<file path="src/design/assert_macros.svh">
// ----------------------------------------------------------------------------
// assert_macros.svh
// Shared assertion macros for the message deframer.
// ----------------------------------------------------------------------------
`ifndef ASSERT_MACROS_SVH
`define ASSERT_MACROS_SVH

// check a property on every clock edge outside of reset
`define MDF_ASSERT(lbl, prop, msg) \
	lbl: assert property (@(posedge clk) disable iff (!arst_n) (prop)) else $error(msg);

// check that a condition implies a consequent on the same edge
`define MDF_ASSERT_IMPL(lbl, cond, cons, msg) \
	lbl: assert property (@(posedge clk) disable iff (!arst_n) (cond) |-> (cons)) \
		else $error(msg);

`endif

</file>
<file path="src/design/mdf_pkg.sv">
// ----------------------------------------------------------------------------
// mdf_pkg
// Types and constants shared by the message deframer modules.
// ----------------------------------------------------------------------------
package mdf_pkg;

	// frame layout
	localparam int MIN_FRAME_BYTES = 6;
	localparam int MAX_COUNT       = 1023;
	localparam int POS_W           = $clog2(MAX_COUNT + 1);
	localparam int HDR_BYTES       = 2;
	localparam int POS_ID          = 2;
	localparam int POS_LEN         = 3;
	localparam int PAYLOAD_START   = 4;
	localparam int LEN_OVERHEAD    = 4;
	localparam int LEN_BIAS        = 2;

	// configuration register indexes
	localparam logic CFG_HEADER = 1'b0;
	localparam logic CFG_TAIL   = 1'b1;

	// result item kinds
	localparam logic KIND_PAYLOAD = 1'b0;
	localparam logic KIND_STATUS  = 1'b1;

	// frame status codes
	localparam logic [1:0] ST_OK         = 2'd0;
	localparam logic [1:0] ST_SHORT      = 2'd1;
	localparam logic [1:0] ST_BAD_HEADER = 2'd2;
	localparam logic [1:0] ST_BAD_TAIL   = 2'd3;

	// queue between front and back
	localparam int FIFO_AW    = 2;
	localparam int FIFO_DEPTH = 1 << FIFO_AW;

	// output bus widths
	localparam int TDATA_W = 32;

	// one queue entry: the results caused by one input byte
	typedef struct packed {
		logic       has_pay;
		logic       has_stat;
		logic [7:0] pay_byte;
		logic [7:0] msg_id;
		logic [7:0] pay_count;
		logic [1:0] status;
		logic       mismatch;
	} mdf_entry_t;

endpackage

</file>
<file path="src/design/message_deframer.sv">
// ----------------------------------------------------------------------------
// message_deframer
// Header/length/tail frame deframer with payload and status item output.
// ----------------------------------------------------------------------------
// Frame bytes enter on the s_ channel, one item per byte, s_tlast on the
// final byte. Results leave on the m_ channel: payload items (m_tuser 0) for
// frame positions 4 on, up to length-2 of them, then one status item
// (m_tuser 1, m_tlast 1) after the final byte. cfg_we writes the header
// (index 0) or tail (index 1) pattern; the user must do so only while the
// block is idle; the block does not enforce it. Each result passes the
// queue, then the output register. One byte is taken per cycle while the
// queue is not full; a final byte that also carries payload gives two
// items, sent one after the other, and the four-entry queue absorbs the
// extra item. Reset clears the patterns, the frame state and the queue;
// s_tready goes high right after reset. When the receiver holds m_tready
// low the output register and queue fill, and s_tready drops once full.
// ----------------------------------------------------------------------------
module message_deframer import mdf_pkg::*; (
	input  logic               clk,
	input  logic               arst_n,
	input  logic               cfg_we,
	input  logic               cfg_index,
	input  logic [15:0]        cfg_wdata,
	input  logic               s_tvalid,
	output logic               s_tready,
	input  logic [7:0]         s_tdata,   // [7:0] in_byte
	input  logic               s_tlast,
	output logic               m_tvalid,
	input  logic               m_tready,
	// [7:0] payload_byte, [15:8] message_id, [23:16] payload_count,
	// [25:24] frame_status, [26] length_mismatch, [31:27] zero
	output logic [TDATA_W-1:0] m_tdata,
	output logic               m_tuser,   // [0] item_kind
	output logic               m_tlast
);

	mdf_entry_t push_entry;
	mdf_entry_t head;
	logic       push;
	logic       pop;
	logic       empty;
	logic       full;

	// byte intake and classification
	mdf_front u_front (
		.clk        (clk),
		.arst_n     (arst_n),
		.cfg_we     (cfg_we),
		.cfg_index  (cfg_index),
		.cfg_wdata  (cfg_wdata),
		.in_valid   (s_tvalid),
		.in_ready   (s_tready),
		.in_byte    (s_tdata),
		.in_last    (s_tlast),
		.full       (full),
		.push       (push),
		.push_entry (push_entry)
	);

	// entry queue
	mdf_fifo u_fifo (
		.clk        (clk),
		.arst_n     (arst_n),
		.push       (push),
		.push_entry (push_entry),
		.pop        (pop),
		.head       (head),
		.empty      (empty),
		.full       (full)
	);

	// item output
	mdf_back u_back (
		.clk       (clk),
		.arst_n    (arst_n),
		.head      (head),
		.empty     (empty),
		.pop       (pop),
		.out_valid (m_tvalid),
		.out_ready (m_tready),
		.out_data  (m_tdata),
		.out_kind  (m_tuser),
		.out_last  (m_tlast)
	);

endmodule

</file>
<file path="src/design/mdf_front.sv">
// ----------------------------------------------------------------------------
// mdf_front
// Accepts frame bytes, tracks the frame position and classifies each byte.
// ----------------------------------------------------------------------------
module mdf_front import mdf_pkg::*; (
	input  logic             clk,
	input  logic             arst_n,
	input  logic             cfg_we,
	input  logic             cfg_index,
	input  logic [15:0]      cfg_wdata,
	input  logic             in_valid,
	output logic             in_ready,
	input  logic [7:0]       in_byte,
	input  logic             in_last,
	input  logic             full,
	output logic             push,
	output mdf_entry_t       push_entry
);

	logic [15:0]      hdr_pat_q;
	logic [15:0]      tail_pat_q;
	logic [POS_W-1:0] pos_q;
	logic [15:0]      hdr_shift_q;
	logic [15:0]      recent_q;
	logic [7:0]       id_q;
	logic [7:0]       len_q;
	logic             good_q;

	logic             accept;
	logic [POS_W-1:0] count_c;
	logic [15:0]      hdr_shift_n;
	logic [15:0]      recent_n;
	logic [7:0]       id_n;
	logic [7:0]       len_n;
	logic             good_n;
	logic [7:0]       pcount_c;
	logic             pay_c;
	logic [1:0]       status_c;

	assign in_ready = !full;
	assign accept   = in_valid && in_ready;

	// next frame state for the byte on the input
	always_comb begin
		count_c     = (pos_q < POS_W'(MAX_COUNT)) ? pos_q + POS_W'(1) : POS_W'(MAX_COUNT);
		hdr_shift_n = (pos_q < POS_W'(HDR_BYTES)) ? {hdr_shift_q[7:0], in_byte} : hdr_shift_q;
		good_n      = (pos_q == POS_W'(HDR_BYTES - 1)) ? (hdr_shift_n == hdr_pat_q) : good_q;
		id_n        = (pos_q == POS_W'(POS_ID)) ? in_byte : id_q;
		len_n       = (pos_q == POS_W'(POS_LEN)) ? in_byte : len_q;
		recent_n    = {recent_q[7:0], in_byte};
		pcount_c    = (len_n >= 8'(LEN_BIAS)) ? len_n - 8'(LEN_BIAS) : 8'd0;
		pay_c       = (pos_q >= POS_W'(PAYLOAD_START)) &&
		              (pos_q < POS_W'(pcount_c) + POS_W'(PAYLOAD_START));
		if (count_c < POS_W'(MIN_FRAME_BYTES)) begin
			status_c = ST_SHORT;
		end else if (!good_n) begin
			status_c = ST_BAD_HEADER;
		end else if (recent_n != tail_pat_q) begin
			status_c = ST_BAD_TAIL;
		end else begin
			status_c = ST_OK;
		end
	end

	// queue entry for this byte
	always_comb begin
		push_entry.has_pay   = pay_c;
		push_entry.has_stat  = in_last;
		push_entry.pay_byte  = in_byte;
		push_entry.msg_id    = id_n;
		push_entry.pay_count = pcount_c;
		push_entry.status    = status_c;
		push_entry.mismatch  = (count_c != POS_W'(len_n) + POS_W'(LEN_OVERHEAD));
	end

	assign push = accept && (pay_c || in_last);

	// configuration registers
	always_ff @(posedge clk or negedge arst_n) begin
		if (!arst_n) begin
			hdr_pat_q  <= '0;
			tail_pat_q <= '0;
		end else if (cfg_we) begin
			if (cfg_index == CFG_HEADER) begin
				hdr_pat_q <= cfg_wdata;
			end else begin
				tail_pat_q <= cfg_wdata;
			end
		end
	end

	// frame state, cleared after the final byte
	always_ff @(posedge clk or negedge arst_n) begin
		if (!arst_n) begin
			pos_q       <= '0;
			hdr_shift_q <= '0;
			recent_q    <= '0;
			id_q        <= '0;
			len_q       <= '0;
			good_q      <= 1'b0;
		end else if (accept) begin
			if (in_last) begin
				pos_q       <= '0;
				hdr_shift_q <= '0;
				recent_q    <= '0;
				id_q        <= '0;
				len_q       <= '0;
				good_q      <= 1'b0;
			end else begin
				pos_q       <= count_c;
				hdr_shift_q <= hdr_shift_n;
				recent_q    <= recent_n;
				id_q        <= id_n;
				len_q       <= len_n;
				good_q      <= good_n;
			end
		end
	end

endmodule

</file>
<file path="src/design/mdf_fifo.sv">
// ----------------------------------------------------------------------------
// mdf_fifo
// Short queue of classified entries between the front and back parts.
// ----------------------------------------------------------------------------
`include "assert_macros.svh"

module mdf_fifo import mdf_pkg::*; (
	input  logic       clk,
	input  logic       arst_n,
	input  logic       push,
	input  mdf_entry_t push_entry,
	input  logic       pop,
	output mdf_entry_t head,
	output logic       empty,
	output logic       full
);

	mdf_entry_t           mem_q [FIFO_DEPTH];
	logic [FIFO_AW-1:0]   wr_ptr_q;
	logic [FIFO_AW-1:0]   rd_ptr_q;
	logic [FIFO_AW:0]     cnt_q;

	assign empty = (cnt_q == '0);
	assign full  = (cnt_q == (FIFO_AW + 1)'(FIFO_DEPTH));
	assign head  = mem_q[rd_ptr_q];

	// entry storage
	always_ff @(posedge clk) begin
		if (push) begin
			mem_q[wr_ptr_q] <= push_entry;
		end
	end

	// pointers and fill count
	always_ff @(posedge clk or negedge arst_n) begin
		if (!arst_n) begin
			wr_ptr_q <= '0;
			rd_ptr_q <= '0;
			cnt_q    <= '0;
		end else begin
			if (push) begin
				wr_ptr_q <= wr_ptr_q + FIFO_AW'(1);
			end
			if (pop) begin
				rd_ptr_q <= rd_ptr_q + FIFO_AW'(1);
			end
			if (push && !pop) begin
				cnt_q <= cnt_q + (FIFO_AW + 1)'(1);
			end else if (pop && !push) begin
				cnt_q <= cnt_q - (FIFO_AW + 1)'(1);
			end
		end
	end

	`MDF_ASSERT(a_no_overflow, !(push && full), "push into a full queue")
	`MDF_ASSERT(a_no_underflow, !(pop && empty), "pop from an empty queue")
	`MDF_ASSERT(a_count_bound, cnt_q <= (FIFO_AW + 1)'(FIFO_DEPTH), "queue count out of range")

endmodule

</file>
<file path="src/design/mdf_back.sv">
// ----------------------------------------------------------------------------
// mdf_back
// Turns queue entries into payload and status items on the output register.
// ----------------------------------------------------------------------------
`include "assert_macros.svh"

module mdf_back import mdf_pkg::*; (
	input  logic               clk,
	input  logic               arst_n,
	input  mdf_entry_t         head,
	input  logic               empty,
	output logic               pop,
	output logic               out_valid,
	input  logic               out_ready,
	output logic [TDATA_W-1:0] out_data,
	output logic               out_kind,
	output logic               out_last
);

	logic               valid_q;
	logic               phase_q;
	logic [TDATA_W-1:0] data_q;
	logic               kind_q;
	logic               last_q;

	logic               load;
	logic               emit_pay;

	assign load     = (!valid_q || out_ready) && !empty;
	assign emit_pay = head.has_pay && !phase_q;
	// an entry with both results stays until its status item goes out
	assign pop      = load && !(emit_pay && head.has_stat);

	// output control
	always_ff @(posedge clk or negedge arst_n) begin
		if (!arst_n) begin
			valid_q <= 1'b0;
			phase_q <= 1'b0;
		end else begin
			if (load) begin
				valid_q <= 1'b1;
				phase_q <= emit_pay && head.has_stat;
			end else if (out_ready) begin
				valid_q <= 1'b0;
			end
		end
	end

	// output payload
	always_ff @(posedge clk) begin
		if (load) begin
			if (emit_pay) begin
				data_q <= TDATA_W'(head.pay_byte);
				kind_q <= KIND_PAYLOAD;
				last_q <= 1'b0;
			end else begin
				data_q <= TDATA_W'({head.mismatch, head.status, head.pay_count,
				                    head.msg_id, 8'd0});
				kind_q <= KIND_STATUS;
				last_q <= 1'b1;
			end
		end
	end

	assign out_valid = valid_q;
	assign out_data  = data_q;
	assign out_kind  = kind_q;
	assign out_last  = last_q;

	`MDF_ASSERT_IMPL(a_phase_head, phase_q, !empty && head.has_pay && head.has_stat,
		"split entry lost from queue head")

endmodule
</file>
<file path="config.mk">
export PLATFORM = sky130hd
export DESIGN_NAME = message_deframer
export DESIGN_NICKNAME = d
export VERILOG_FILES = /design/src/design/mdf_pkg.sv /design/src/design/message_deframer.sv /design/src/design/mdf_front.sv /design/src/design/mdf_fifo.sv /design/src/design/mdf_back.sv
export VERILOG_INCLUDE_DIRS = /design/src /design/src/design
export SDC_FILE = /design/constraint.sdc
export NUM_CORES = 1
export LEC_CHECK = 0
export BUFFER_PORTS_ARGS = -buffer_cell sky130_fd_sc_hd__clkbuf_2
export CORE_ASPECT_RATIO = 1.4
export CORE_MARGIN = 10
export CORE_UTILIZATION = 35
export DETAILED_ROUTE_END_ITERATION = 6
export HOLD_SLACK_MARGIN = 0.12
export PLACE_DENSITY = 0.57
export REMOVE_ABC_BUFFERS = 1
export SLEW_MARGIN = 10
export SYNTH_ARGS = -nofsm -noshare
export SYNTH_HDL_FRONTEND = slang
export SYNTH_HIERARCHICAL = 1
export SYNTH_SLANG_ARGS = --single-unit
</file>
<file path="constraint.sdc">
create_clock -name clk -period 8 [get_ports clk]
set_clock_uncertainty 0.15 [all_clocks]
set_input_delay 0.4 -clock clk [delete_from_list [all_inputs] [get_ports clk]]
set_output_delay 0.4 -clock clk [all_outputs]
set_load 0.02 [all_outputs]
</file>
==> out/qor.txt, run 1 <==
Post-layout minimum cycle time = 6400 ps
Antenna Cells = 0
Worst Setup EP = u_fifo/cnt_q[2]$_DFFE_PN0P_
Yosys warns = 6
Util after Layout = 40.2%
Clk root buf = clkbuf_16
H-Tree Depth = 1
Top cell type by total area after synthesis = edfxtp_1
Largest net degree at the start of global routing = 76
Top post-synthesis cells by area = edfxtp_1 39%, dfrtp_1 21%, mux4_2 5.6%
Worst Tran Pin Value = 1000 ps
Chip width = 171 microns
All-layer global routing usage = 12.5%
Critical Path AT = 6700 ps
Syn avg cell area = 13.3 sq um
Final setup vio count = 0
CP required = 8300 ps
Post-synthesis sequential area ratio = 59.0%
Setup Total Neg Slack = 0 ps
R2r worst-path depth = 19
Post_cts resized = 0
Netlist cell types = 71
Synth Instances = 846
Area growth syn-to-layout = 13.2%
WS Path Type = register to register
Worst min-delay path category = primary input to async pin
Final hold vios = 0
Max Cap Viol = 0
Startpoint Class = register
Cell Area, Synth = 0.0112 sq mm
Top Ports = 67
First drt pass iteration count = 5
Die Height = 232 microns
Cell row count = 77
Setup crit end kind = register
Remaining DRCs = 0
Hold_buf cts = 18
Latest clock arrival within the worst-skew pair = 530 ps
Worst-path clk slew = 60 ps
P_leak = 0.00486 uW
Number of setup buffers added after CTS = 0
Synth Register Bits = 236
Start point of the critical path = u_front/pos_q[2]$_DFFE_PN0P_
Die Area = 0.0397 sq mm
Synth top cells by count = 144 x edfxtp_1, 92 x dfrtp_1, 63 x nand2_1
Slew headroom = 33.1%
WL per Instance = 18.7 microns
Top FF cell, synth = edfxtp_1
IR Drop Worst-Case VDD = 0.170 mV
Vias = 6866
Max Buffers Root-to-Sink = 3
Port bufs = 61
Initial antenna violation count = 0
R2R Setup Slk = 1600 ps
Post-DRT Antenna Nets = 0
Total CTS buffers = 24
Pins Over Slew Limit = 0
Fmax = 156 MHz
Routability Congestion = 0.897
Vias in the first global route = 7188
Vias per cell = 5.21
Worst flop-to-flop path endpoint = u_fifo/cnt_q[2]$_DFFE_PN0P_
RR Startpoint = u_front/pos_q[2]$_DFFE_PN0P_
EDFF count, synth = 144
DPL Wire Length = 16400 microns
Yosys top cell area share = 38.5%
Status = complete, no violations
Fin crit share = 80.0%
Critical Path Fanout Max = 13
Nets@finish = 957
Starting density of the core = 35.5%
DR iter-0 viols = 436
Grt ovf = 0
TritonCTS clock tree = yes
Layout cell share with drive strength beyond 1 = 23.2%
Pwr dens = 358 mW/mm^2
Sink Count = 236
Cell with the most instances after synthesis = edfxtp_1
Post-synth ARST share = 39.0%
Routed wire length = 24600 microns
RSZ-0062 raised after global routing = no
Placeable Area = 0.0316 sq mm
First-pass GRT wire length = 39500 microns
==> final cells by class <==
cell class / instances / area (sq um)
sequential: 236 / 6630
clock buffer: 30 / 633
tap: 395 / 494
clock inverter: 13 / 106
multi-input combinational: 525 / 4170
fill: 2948 / 18900
inverter: 27 / 101
timing repair buffer: 92 / 586
==> registers in the layout, summed over array words and instances (netlist names), 2 cells and up <==
name and count:
u_back/out_data 27, u_fifo/cnt_q 3, u_fifo/mem_q 116, u_fifo/rd_ptr_q 2, u_fifo/wr_ptr_q 2, u_front/hdr_pat_q 16, u_front/hdr_shift_q 16, u_front/id_q 8
u_front/len_q 8, u_front/pos_q 10, u_front/recent_q 8, u_front/tail_pat_q 16
==> layer usage <==
layer | vias to the layer above | global-route usage (%) | routed length, microns
met1 | 3447 | 14.4 | 9910
met3 | 51 | 1.92 | 1090
met4 | 0 | 5.45 | 773
met5 | - | 0 | 0
met2 | 162 | 22.3 | 12800
li1 | 3206 | - | -
==> cell usage in the layout, fill, tap and decap left out, types with 9 or more instances in the layout <==
master | netlist | final
nand2b_1 | 10 | 10
and2_4 | 18 | 18
ha_1 | 19 | 19
a21oi_1 | 12 | 12
nand3_1 | 17 | 17
mux2i_1 | 16 | 16
mux4_2 | 28 | 28
buf_4 | 16 | 14
xor2_1 | 24 | 24
xnor2_1 | 36 | 36
nor2_1 | 34 | 34
dfrtp_1 | 92 | 90
dlygate4sd3_1 | 0 | 18
inv_1 | 26 | 26
clkbuf_2 | 0 | 60
clkbuf_16 | 0 | 24
and2_1 | 16 | 16
mux2_2 | 38 | 38
nand2_1 | 63 | 62
edfxtp_1 | 144 | 144
o21ai_0 | 62 | 62
nand4_1 | 9 | 9
a22oi_1 | 26 | 26
==> cells by family (layout without fill, tap and decap cells) <==
| group | Yosys count | in the layout | share of synthesized area (%) |
|---|---|---|---|
| compound gates | 142 | 142 | 8.21 |
| other cells | 1 | 5 | 0.0334 |
| xor+xnor | 60 | 60 | 4.68 |
| mux | 85 | 85 | 11.3 |
| fa+ha+maj | 20 | 20 | 2.30 |
| flops | 236 | 236 | 59.0 |
| simple gates | 213 | 213 | 10.3 |
| buf+inv | 89 | 162 | 4.11 |
==> through the flow <==
step                hold slack (ps)  instance area (sq um)  worst slack (ps)  total power [uW]  std cells
finish                          144                  12700              1600              4550       1318
global route                    163                  12700              1110              4850       1318
CTS                             133                  12700              1560              4620       1318
detailed placement              153                  11800              1590              3540       1257
global placement                152                  11800              1800              3510       1257
floorplan                     -45.6                  10900              2260              3040        788
==> where the power goes <==
group	internal, uW	switching [uW]
Clock	597	464
Combinational	697	891
Sequential	1710	191
==> critical path: stages (launching register included) <==
cell and delay, ps:
dfrtp_1 520, or4_1 720, nor3_4 630, mux2i_1 440
ha_1 240, o211ai_2 120, nand3b_1 220, mux2i_1 420
nand3_2 160, or3_1 350, ha_1 310, a2111oi_0 370
and3_1 310, o21a_1 270, ha_1 220, inv_1 60
fa_1 380, xor2_1 170, nor2_1 110, xor2_1 140
==> how the worst min path moves through the flow <==
stage                                      to  slack (ps)  cells after the start
2_1_floorplan    u_back/out_valid$_DFFE_PN0P_         -50                      0
3_3_place_gp      u_fifo/cnt_q[0]$_DFFE_PN0P_         150                      1
3_5_place_dp   u_fifo/wr_ptr_q[0]$_DFFE_PN0P_         150                      1
4_1_cts          u_front/pos_q[4]$_DFFE_PN0P_         130                      2
5_1_grt            u_back/phase_q$_DFFE_PN0P_         160                      2
6_report          u_fifo/cnt_q[0]$_DFFE_PN0P_         140                      2
Power figures use the tool's default switching activity.
==> inputs of run 2 (changes only) <==
--- a/config.mk
+++ b/config.mk
@@ -6,6 +6,7 @@
 export SDC_FILE = /design/constraint.sdc
 export NUM_CORES = 1
 export LEC_CHECK = 0
+export ABC_AREA = 1
 export BUFFER_PORTS_ARGS = -buffer_cell sky130_fd_sc_hd__clkbuf_2
 export CORE_ASPECT_RATIO = 1.4
 export CORE_MARGIN = 10
==> constraint.sdc (replaced) <==
create_clock -name clk -period 6.21 [get_ports clk]
set_clock_uncertainty 0.15 [all_clocks]
set_input_delay 0.3105 -clock clk [delete_from_list [all_inputs] [get_ports clk]]
set_output_delay 0.3105 -clock clk [all_outputs]
set_load 0.02 [all_outputs]
==> run 2 against run 1 <==
Effect of this change: total power up 43%; flip-flop and latch count unchanged; combinational power up 62%; worst setup slack worse by 320 ps; cell area up 3.2%; global-route usage up 0.49 points; fmax up 30%; register-to-register slack worse by 320 ps; hold slack worse by 9.0 ps; core utilization up 0.27 points; critical path depth up 11; routed wire length up 7.3%.
==> out/qor.txt, run 2 <==
Sink Count = 236 (unchanged)
Startpoint Class = register (unchanged)
Flop pwr share = 37.6% (was 41.7%)
Register with the most flip-flops = u_fifo/mem_q (unchanged)
Setup Total Neg Slack = 0 ps (unchanged)
Area growth syn-to-layout = 14.6% (was 13.2%)
Final setup vio count = 0 (unchanged)
Antenna Cells = 0 (unchanged)
Remaining DRCs = 0 (unchanged)
Post-synthesis sequential area ratio = 57.9% (was 59.0%)
Fmax = 203 MHz (was 156 MHz)
Cell Area, Synth = 0.0115 sq mm (was 0.0112 sq mm)
Post-Synth Adder-Cell Area = 2.25% (was 2.30%)
Routability Congestion = 0.899 (was 0.897)
CP required = 6490 ps (was 8300 ps)
Syn avg cell area = 9.71 sq um (was 13.3 sq um)
Fin crit share = 79.4% (was 80.0%)
Nets@finish = 1300 (was 957)
Worst-path clk slew = 60 ps (about the same)
Switching Fraction = 39.9% (was 34.0%)
P_leak = 0.00598 uW (was 0.00486 uW)
Layout cell share with drive strength beyond 1 = 12.9% (was 23.2%)
Chip width = 173 microns (was 171 microns)
Max Cap Viol = 0 (unchanged)
Number of setup buffers added after CTS = 0 (unchanged)
Placeable Area = 0.0324 sq mm (was 0.0316 sq mm)
Simple-gate share of the synthesized area = 15.1% (was 10.3%)
Vias in the first global route = 8004 (was 7188)
Netlist cell types = 43 (was 71)
Post-synth ARST share = 39.0% (unchanged)
Tot Pwr = 6490 uW (was 4550 uW)
Largest net degree at the start of global routing = 62 (was 76)
Max reg flops = 116 (unchanged)
Post-layout minimum cycle time = 4930 ps (was 6400 ps)
Pins Over Slew Limit = 0 (unchanged)
Synth Register Bits = 236 (unchanged)
Cell with the most instances after synthesis = nand2_1 (was edfxtp_1)
Top post-synthesis cells by area = edfxtp_1 38%, dfrtp_1 20%, nand2_1 9.0% (was edfxtp_1 39%, dfrtp_1 21%, mux4_2 5.6%)
Yosys warns = 6 (unchanged)
Slew headroom = 33.1% (about the same)
Setup Slack @ Placement = 1330 ps (was 1590 ps)
Clk root buf = clkbuf_16 (unchanged)
Cell row count = 78 (was 77)
First drt pass iteration count = 5 (unchanged)
IR Drop Worst-Case VDD = 0.205 mV (was 0.170 mV)
Setup crit end kind = register (unchanged)
Top cell type by total area after synthesis = edfxtp_1 (unchanged)
Setup WS post-layout = 1280 ps (was 1600 ps)
WL per Instance = 15.5 microns (was 18.7 microns)
All-layer global routing usage = 13.0% (was 12.5%)
Die Area = 0.0405 sq mm (was 0.0397 sq mm)
R2r worst-path depth = 30 (was 19)
Crit path top cell by count = nand2_1 (was ha_1)
EDFF count, synth = 144 (unchanged)
Worst path top cell family by delay = simple AND/OR/NAND/NOR gates (unchanged)
Vias = 7957 (was 6866)
Status = complete, no violations (unchanged)
Starting density of the core = 35.3% (was 35.5%)
CP max stage delay = 430 ps (was 720 ps)
XOR/XNOR Fraction of Synth Area = 2.45% (was 4.68%)
Vias per cell = 4.66 (was 5.21)
Max Buffers Root-to-Sink = 3 (unchanged)
Critical Path AT = 5210 ps (was 6700 ps)
Grt ovf = 0 (unchanged)
P_int = 3900 uW (was 3000 uW)
WS Path Type = register to register (unchanged)
Worst Tran Pin Value = 1000 ps (about the same)
Top Ports = 67 (unchanged)
Routed wire length = 26400 microns (was 24600 microns)
Most common cell after layout, fill and taps aside = nand2_1 (was edfxtp_1)
Total CTS buffers = 25 (was 24)
Hold path depth = 1
Final hold vios = 0 (unchanged)
Latest clock arrival within the worst-skew pair = 530 ps (about the same)
TritonCTS clock tree = yes (unchanged)
Compound-cell area share of the yosys netlist = 11.8% (was 8.21%)
Critical path depth = 30 (was 19)
Buf/Inv on CP = 4 (was 1)
Post-DRT Antenna Nets = 0 (unchanged)
Clk pwr share = 22.8% (was 23.3%)
DR iter-0 viols = 370 (was 436)
Port bufs = 61 (unchanged)
First-pass GRT wire length = 42800 microns (was 39500 microns)
Combinational family with the most area after synthesis = simple AND/OR/NAND/NOR gates (was multiplexers)
DPL Wire Length = 18000 microns (was 16400 microns)
Net Switching = 2590 uW (was 1550 uW)
Worst path slowest cell = dfrtp_1 (was or4_1)
Synth top cells by count = 276 x nand2_1, 219 x inv_1, 144 x edfxtp_1 (was 144 x edfxtp_1, 92 x dfrtp_1, 63 x nand2_1)
Post-synthesis mux area share = 0% (was 11.3%)
Synth Instances = 1179 (was 846)
Die Height = 234 microns (was 232 microns)
H-Tree Depth = 1 (unchanged)
Initial antenna violation count = 0 (unchanged)
Top FF cell, synth = edfxtp_1 (unchanged)
RSZ-0062 raised after global routing = no (unchanged)
Logic pwr share = 39.7% (was 34.9%)
Yosys top cell area share = 37.8% (was 38.5%)
Worst min-delay path category = primary input to register (was primary input to async pin)
Pwr dens = 494 mW/mm^2 (was 358 mW/mm^2)
Commonest non-fill, non-tap cells in the layout = 276 x nand2_1, 219 x inv_1, 144 x edfxtp_1 (was 144 x edfxtp_1, 90 x dfrtp_1, 62 x o21ai_0, 62 x nand2_1, 60 x clkbuf_2)
Critical Path Fanout Max = 8 (was 13)
[run 2: cell count changes after synthesis, moves of 26 or more]
cell      change
mux2_2       -38
mux4_2       -28
xnor2_1      -27
nand2_1     +213
nor2_1       +42
a22oi_1      -26
o211ai_2     +27
o22ai_1      +32
inv_1       +193
o211ai_1     +38
[run 2: worst register-to-register path: cells and delay by family (launching register included)]
kind                       cells  cell delay (ps)
xor gates and xnor gates       1              150
and+or+nand+nor               16             1780
AOI/OAI and AO/OA              4              510
adders and majority gates      5             1350
DFF                            1              430
buffers and inverters          4              460
[run 2: power groups by stage]
stage / clock [uW] / combinational, uW / sequential, uW
6_report: 1480 / 2570 / 2440
2_1_floorplan: 0 / 1650 / 2610
3_3_place_gp: 0 / 2540 / 2460
3_5_place_dp: 0 / 2580 / 2470
4_1_cts: 1520 / 2610 / 2440
5_1_grt: 1580 / 2930 / 2490
[run 2: logic make-up after synthesis]
kind of cell | count (synthesis)
buffers and inverters | 280
and+or+nand+nor | 415
adders and majority gates | 20
other | 1
xor gates and xnor gates | 32
DFF | 236
AOI/OAI and AO/OA | 195
[run 2: metrics by stage]
stage	utilization (%)	std cells	hold slack (ps)	area, sq um
CTS	40.5	1708	124	13100
global route	40.5	1708	124	13100
finish	40.5	1708	135	13100
global placement	37.2	1637	218	12100
detailed placement	37.2	1637	220	12100
floorplan	-	1125	-135	11100
[run 2: path summary, 6_finish.rpt]
check	slack [ps]	to	from
max in group asynchronous	4600	u_fifo/rd_ptr_q[0]$_DFFE_PN0P_	arst_n
worst min register to register	340	u_back/phase_q$_DFFE_PN0P_	u_back/phase_q$_DFFE_PN0P_
worst max register to register	1280	u_fifo/cnt_q[2]$_DFFE_PN0P_	u_front/pos_q[0]$_DFFE_PN0P_
min in group asynchronous	190	u_front/pos_q[8]$_DFFE_PN0P_	arst_n
worst min-delay path	130	u_fifo/mem_q[1][26]$_DFFE_PP_	s_tdata[7]
worst max-delay path	1280	u_fifo/cnt_q[2]$_DFFE_PN0P_	u_front/pos_q[0]$_DFFE_PN0P_
[run 2: layer usage]
metal / GRT usage (%) / wire length [microns] / up-vias
met5: 0 / 0 / -
li1: - / - / 3961
met2: 24.1 / 13600 / 139
met4: 5.24 / 821 / 0
met3: 2.00 / 978 / 41
met1: 14.7 / 11000 / 3816
[run 2: what timing repair did]
| item | 4_1_cts | 5_1_grt |
|---|---|---|
| gates resized for setup | 0 | 0 |
| hold buffers | 25 | 0 |
| hold endpoints to repair | 110 | 0 |
[run 2: layout make-up]
type                    count  area (sq um)
flip-flops and latches    236          6630
fillers                  3201         19300
inverters                 222           833
well taps                 440           551
multi-input cells         667          3650
clock buffers              37           732
repair buffers             97           641
clock inverters             9          82.6
